==> src/hw/rtl/dith_pkg.sv <==
// Shared types, constants and helper functions for the bilevel error diffusion dither.
// Used by dith_line_mem, dith_out_fifo and floyd_steinberg_bilevel_dither.
package dith_pkg;

    localparam int MAX_WIDTH   = 1024;
    localparam int COL_W       = $clog2(MAX_WIDTH);
    localparam int CONTRAST_W  = 8;
    localparam int IMG_WIDTH_W = 11;
    localparam int CMP_W       = (COL_W + 1 > IMG_WIDTH_W) ? COL_W + 1 : IMG_WIDTH_W;
    localparam int ERR_W       = 10;
    localparam int E_W         = 8;
    localparam int VAL_W       = 11;
    localparam int PROD_W      = E_W + 5;
    localparam int TDATA_W     = 8;
    localparam int CFG_IDX_W   = 1;
    localparam int CFG_DATA_W  = IMG_WIDTH_W;

    localparam logic [CFG_IDX_W-1:0] REG_CONTRAST    = 1'b0;
    localparam logic [CFG_IDX_W-1:0] REG_IMAGE_WIDTH = 1'b1;

    localparam int THRESH = 128;
    localparam int WHITE  = 255;

    localparam logic [3:0] W_RIGHT       = 4'd7;
    localparam logic [3:0] W_BELOW_LEFT  = 4'd3;
    localparam logic [3:0] W_BELOW       = 4'd5;
    localparam logic [3:0] W_BELOW_RIGHT = 4'd1;

    localparam int FIFO_DEPTH = 3;
    localparam int FIFO_PTR_W = $clog2(FIFO_DEPTH);
    localparam int FIFO_CNT_W = $clog2(FIFO_DEPTH + 1);

    typedef logic [COL_W-1:0]        col_t;
    typedef logic signed [ERR_W-1:0] err_t;
    typedef logic signed [E_W-1:0]   qerr_t;

    typedef struct packed {
        logic we;
        col_t addr;
        err_t data;
    } mem_wr_t;

    typedef struct packed {
        logic pixel_out;
        logic row_end;
    } res_t;

    // weight * e / 16, truncated toward zero
    function automatic qerr_t share(input qerr_t e, input logic [3:0] weight);
        logic signed [PROD_W-1:0] p;
        logic signed [PROD_W-1:0] q;
        logic signed [PROD_W-1:0] r;
        p = PROD_W'(e) * $signed({{(PROD_W - 4){1'b0}}, weight});
        q = p[PROD_W-1] ? p + PROD_W'(15) : p;
        r = q >>> 4;
        share = r[E_W-1:0];
    endfunction

endpackage

==> src/hw/rtl/dith_out_fifo.sv <==
// Small result queue driving the master stream port.
// Decouples the compute stage from output backpressure. Depends on dith_pkg.
module dith_out_fifo
    import dith_pkg::*;
(
    input  logic                  aclk,
    input  logic                  aresetn,
    input  logic                  push,
    input  res_t                  push_data,
    output logic [FIFO_CNT_W-1:0] count,
    output logic                  m_tvalid,
    input  logic                  m_tready,
    output logic [TDATA_W-1:0]    m_tdata,   // [0] pixel_out, [7:1] zero
    output logic                  m_tlast    // row_end
);

    res_t                  entry_reg [FIFO_DEPTH];
    logic [FIFO_PTR_W-1:0] wr_ptr_reg;
    logic [FIFO_PTR_W-1:0] rd_ptr_reg;
    logic [FIFO_CNT_W-1:0] count_reg;
    logic [FIFO_PTR_W-1:0] wr_ptr_next;
    logic [FIFO_PTR_W-1:0] rd_ptr_next;
    logic [FIFO_CNT_W-1:0] count_next;
    logic                  pop;
    res_t                  head;

    assign pop  = m_tvalid && m_tready;
    assign head = entry_reg[rd_ptr_reg];

    always_comb begin
        wr_ptr_next = wr_ptr_reg;
        rd_ptr_next = rd_ptr_reg;
        count_next  = count_reg;
        if (push) begin
            wr_ptr_next = (wr_ptr_reg == FIFO_PTR_W'(FIFO_DEPTH - 1)) ? '0
                                                                       : wr_ptr_reg + 1'b1;
        end
        if (pop) begin
            rd_ptr_next = (rd_ptr_reg == FIFO_PTR_W'(FIFO_DEPTH - 1)) ? '0
                                                                       : rd_ptr_reg + 1'b1;
        end
        unique case ({push, pop})
            2'b10: count_next = count_reg + 1'b1;
            2'b01: count_next = count_reg - 1'b1;
            default: count_next = count_reg;
        endcase
    end

    always_ff @(posedge aclk) begin
        if (!aresetn) begin
            wr_ptr_reg <= '0;
            rd_ptr_reg <= '0;
            count_reg  <= '0;
        end else begin
            wr_ptr_reg <= wr_ptr_next;
            rd_ptr_reg <= rd_ptr_next;
            count_reg  <= count_next;
        end
    end

    always_ff @(posedge aclk) begin
        if (push) begin
            entry_reg[wr_ptr_reg] <= push_data;
        end
    end

    assign count    = count_reg;
    assign m_tvalid = (count_reg != '0);
    assign m_tdata  = {{(TDATA_W - 1){1'b0}}, head.pixel_out};
    assign m_tlast  = head.row_end;

    a_no_overflow: assert property (@(posedge aclk) disable iff (!aresetn)
        push |-> (count_reg != FIFO_CNT_W'(FIFO_DEPTH)) || pop)
        else $error("result queue overflow");

endmodule

==> config.mk <==
export PLATFORM = sky130hd
export DESIGN_NAME = dith_out_fifo
export DESIGN_NICKNAME = d
export VERILOG_FILES = /design/src/hw/rtl/dith_pkg.sv /design/src/hw/rtl/dith_out_fifo.sv
export SDC_FILE = /design/constraint.sdc
export NUM_CORES = 1
export LEC_CHECK = 0
export ABC_CLOCK_PERIOD_IN_PS = 1800
export BUFFER_PORTS_ARGS = -buffer_cell sky130_fd_sc_hd__buf_2
export CAP_MARGIN = 5
export CORE_MARGIN = 5
export CORE_UTILIZATION = 40
export DETAILED_ROUTE_END_ITERATION = 8
export PLACE_DENSITY = 0.7
export REMOVE_ABC_BUFFERS = 1
export SYNTH_ARGS = -nofsm -noshare
export SYNTH_HDL_FRONTEND = slang
export SYNTH_SLANG_ARGS = --single-unit
==> constraint.sdc <==
create_clock -name aclk -period 1.8 [get_ports aclk]
set_input_delay 0.36 -clock aclk [delete_from_list [all_inputs] [get_ports aclk]]
set_output_delay 0.36 -clock aclk [all_outputs]
set_load 0.03 [all_outputs]
## Word level (Yosys, flattened, before mapping)

Memories as Yosys holds them, arrays and structs flattened. A register that Yosys moved wholly into a read port is not among the register bits.
Cells that the tools add are included.

- Latch bits: 0
- Flip-flop bits (word level): 6
- Output and inout port bits: 12
- Memories kept: 1
- RAM bits: 6
- Input port bits: 6
- ROM bits: 0

- Bitwise operators: 0
- Multiply operators: 0
- Reductions and logical operators: 3
- Multiplexer cells: 7
- Order comparisons: 0
- Shifts and indexed selects: 0
- Equality and inequality tests: 4
- Divide/modulo/power cells: 0
- Add/sub/neg operators: 4

Memories:

| memory | words | bits a word | rd ports | clocked after memory_dff | wr ports | line | text |
|---|---|---|---|---|---|---|---|
| entry_reg | 3 | 2 | 1 | 1 | 1 | dith_out_fifo.sv:17 | `res_t entry_reg [FIFO_DEPTH];` |

Operators with widths:

| cell | number |
|---|---|
| 2-bit 2-to-1 mux | 4 |
| 2-bit by 1-bit adder with 2-bit output, second input constant | 3 |
| 2-bit equality test, second input constant | 3 |
| 2-bit case mux with 2 select lines | 1 |
| 2-bit nonzero test | 2 |
| 2-bit by 1-bit equality test with 1-bit output, second input constant | 1 |
| 1-bit 2-to-1 mux | 2 |
| 2-bit by 1-bit subtractor with 2-bit output, second input constant | 1 |
| 1-bit logical AND | 1 |

## Longest topological paths before layout

- Depth after elaboration: 4
- Mapped depth: 6
- Gate-level depth less buffers: 6

## Worst setup path before layout

Ideal clock, no wire load.

- Kind: register to register
- From: register count_reg[0], in the netlist count[0]
- To: register count_reg[1], in the netlist count[1]
- Data arrival time: 1.507 ns
- Clock period less this slack: 1.577 ns
- Data required time: 1.730 ns
- Setup slack: 0.223 ns
- Cell stages (with the launch flop): 6
- Path through: dfxtp_1 o21ai_2 inv_1 ha_1 or3_1 a21boi_1

- Word-level cells in the longest chain between the ends: 4
- Elaborated cells on any way between the ends: 8

RTL lines:

| element | line | text |
|---|---|---|
| from (decl) | dith_out_fifo.sv:20 | `logic [FIFO_CNT_W-1:0] count_reg;` |
| from (signal assigned) | dith_out_fifo.sv:57 | `count_reg <= count_next;` |
| 2-bit nonzero test | dith_out_fifo.sv:68 | `assign m_tvalid = (count_reg != '0);` |
| 1-bit logical AND | dith_out_fifo.sv:27 | `assign pop = m_tvalid && m_tready;` |
| 2-bit by 1-bit equality test with 1-bit output / 2-bit equality test (equally long branches) | dith_out_fifo.sv:42 | `unique case ({push, pop})` |
| 2-bit case mux with 2 select lines / 2-bit nonzero test (equally long branches) | - |  |

Several ways; a longest one is shown, not always the timed one.
A chain may end at the register's enable or synchronous reset.

## Worst setup path in the final report

Same ends and word-level chain as after synthesis.

==> impl_metrics.env <==
export IMPL_r2r_end="count[1]$_SDFFE_PN0P_"
export IMPL_ant_nets=0
export IMPL_p_comb_share_pct=31.9
export IMPL_clk_latency_ns=0.28
export IMPL_cts_clk_slew_worst_paths_ns=0.09
export IMPL_pwr_share_clk_pct=23.6
export IMPL_antenna_found_initial=0
export IMPL_area_growth_pct=12.8
export IMPL_final_cells=82
export IMPL_layout_setup_ws_ns=0.290
export IMPL_reg2regPathDepth=5
export IMPL_nFillCells=135
export IMPL_syn_area_per_cell_sq_um=11.3
export IMPL_final_setup_tns_ns=0
export IMPL_synth_area_leader_cell="edfxtp_1"
export IMPL_power_density_mw_per_mm2=1400
export IMPL_min_period_ns=1.51
export IMPL_worstReg2RegStart="count[0]$_SDFFE_PN0P_"
export IMPL_worst_hold_path_type="input port to register"
export IMPL_wl_per_cell_um=10.0
export IMPL_critPathKind="register to register"
export IMPL_grt_max_degree=9
export IMPL_power_switching_mw=0.330
export IMPL_ys_warnings_count=0
export IMPL_synth_area_leaders="edfxtp_1, dfxtp_1, buf_4"
export IMPL_met1_usage_pct=8.60
export IMPL_yosysSeqAreaShare_pct=57.0
export IMPL_min_from="push_data[0]"
export IMPL_postPlaceCellArea_sq_um=637
export IMPL_drive_above_1_share_pct=24.2
export IMPL_finalMaxSlewViolations=0
export IMPL_crit_required_ns=2.02
export IMPL_synth_area_sq_um=597
export IMPL_p_leak_nw=0.278
export IMPL_die_h_um=48.6
export IMPL_synth_top_cell_area_share_pct=30.2
export IMPL_ctsResizeCount=0
export IMPL_reg2reg_slack_ns=0.29
export IMPL_vias_per_cell=4.41
export IMPL_pre_cts_ws_ns=0.285
export IMPL_hold_path_depth=1
export IMPL_ctsHoldBuffers=0
export IMPL_synth_commonest_cells="dfxtp_1, buf_4, edfxtp_1"
export IMPL_dr_pass1_iters=4
export IMPL_finalInstanceArea_sq_um=673
export IMPL_status="finished, final reports clean"
export IMPL_path_max_fanout=5
export IMPL_drcViolationCount=0
export IMPL_finalCritPeriodShare_pct=83.9
export IMPL_synth_most_common_cell="dfxtp_1"
export IMPL_min_to="entry_reg[2][0]$_DFFE_PP_"
export IMPL_totalWireLength_um=820
export IMPL_cts_root_buf="clkbuf_4"
export IMPL_portBuffers=10
export IMPL_rows=14
export IMPL_grt_use_met3_pct=3.99
export IMPL_p_int_mw=0.613
export IMPL_overflow=0
export IMPL_worstSetupEndpointType="register"
export IMPL_ioPinCount=18
export IMPL_drt_initial_drc_count=7
export IMPL_grt_pass1_vias=311
export IMPL_synth_distinct_cells=22
export IMPL_globalRoute_busiestLayer="met2"
export IMPL_fmax_mhz=662
export IMPL_async_flop_share_pct=0
export IMPL_switching_share_pct=35.0
export IMPL_antennaDiodeCount=0
export IMPL_cap_violations=0
export IMPL_clock_sinks=14
export IMPL_initial_core_util_pct=41.0
export IMPL_synth_enable_flop_cells=6
export IMPL_cts_buffers=3
export IMPL_die_width_um=48.6
export IMPL_start_kind="register"
export IMPL_dieArea_sq_mm=0.00236
export IMPL_hold_violations=0
export IMPL_vias=362
export IMPL_grt_pass1_wl_um=1340
export IMPL_gp_congestion=0.684
export IMPL_postSynthCellCount=53
export IMPL_htree_levels=1
export IMPL_grt_setup_unrepaired="false"
export IMPL_setup_viol=0
export IMPL_pwr_share_seq_pct=44.5
export IMPL_ys_ff_latch=14
export IMPL_grtUsageTotal_pct=7.43
export IMPL_hpwl_um=644
export IMPL_core_sq_mm=0.00145
export IMPL_final_nets=74
export IMPL_cts_tree="done"
export IMPL_synthFlopType="dfxtp_1"
export IMPL_grt_util_met2_pct=10.2
export IMPL_peakVddDrop_uv=734
export IMPL_clk_path_buf_depth=2
export IMPL_cts_setup_buffers=0
export IMPL_finalClockSkew_ns=0.00678
export IMPL_dpl_cell_count=78
export IMPL_arrival_ns=1.73
-- cells by family (layout without fill, tap and decap cells) --
family	count (synthesis)	count (layout)	share of synthesized area [%]
multiplexers	2	2	3.35
flip-flops	14	14	57.0
other	1	7	0.628
AO/OA/AOI/OAI	9	9	10.3
adder cells (fa/ha/maj)	1	1	2.10
AND/OR/NAND/NOR	15	15	13.6
XOR/XNOR	2	2	2.94
buffers and inverters	9	16	10.1
-- power groups by stage --
stage	combinational, mW	sequential (mW)	clock [mW]
6_report	0.300	0.420	0.223
2_1_floorplan	0.199	0.459	0
4_1_cts	0.305	0.422	0.226
3_3_place_gp	0.304	0.427	0
3_5_place_dp	0.304	0.429	0
5_1_grt	0.325	0.430	0.247
-- how the worst max path moves through the flow --
stage / start / depth (start not counted) / to
floorplan: count[0]$_SDFFE_PN0P_ / 5 / count[1]$_SDFFE_PN0P_
global placement: m_tready / 6 / count[1]$_SDFFE_PN0P_
detailed placement: count[0]$_SDFFE_PN0P_ / 5 / count[1]$_SDFFE_PN0P_
CTS: count[0]$_SDFFE_PN0P_ / 5 / count[1]$_SDFFE_PN0P_
global route: count[0]$_SDFFE_PN0P_ / 5 / count[1]$_SDFFE_PN0P_
finish: count[0]$_SDFFE_PN0P_ / 5 / count[1]$_SDFFE_PN0P_
-- through the flow --
stage / hold slack (ns) / power, mW / utilization (%)
after global placement: 0.479 / 0.731 / 43.8
after detailed placement: 0.473 / 0.733 / 43.8
after global routing: 0.261 / 1.00 / 46.3
after CTS: 0.275 / 0.952 / 46.3
after floorplan: 0.451 / 0.658 / -
final: 0.280 / 0.943 / 46.3
-- per-layer routing --
layer	part of all wire [%]	wire, um	vias up
li1	-	-	193
met1	42	342	153
met2	48	391	16
met3	10	86	0
met4	0	0	0
met5	0	0	-
-- critical path: stages (launching register included) --
cell and delay, ns:
dfxtp_1 0.36, o21ai_2 0.22, inv_1 0.07, ha_1 0.31, or3_1 0.37, a21boi_1 0.13
-- area by class of cell --
cell class	instances	area, sq um	share of cell area [%]
Tap cell	16	20.0	2.97
Multi-Input combinational cell	36	219	32.5
Clock buffer	4	36.3	5.39
Inverter	2	7.51	1.12
Sequential cell	14	340	50.6
Timing Repair Buffer	10	50.0	7.43
-- cell usage in the layout (no fill, tap or decap), drive strengths merged --
cell	Yosys	final
buf	7	10
dfxtp	8	8
conb	1	7
edfxtp	6	6
nand2	5	5
o21ai	4	4
clkbuf	0	4
a21boi	3	3
mux2i	2	2
nor2b	2	2
o21a	2	2
xnor2	2	2
or3	2	2
inv	2	2
or2	1	1
nor3	1	1
nor2	1	1
nor3b	1	1
or3b	1	1
and2	1	1
ha	1	1
(Power assumes the default switching activity.)
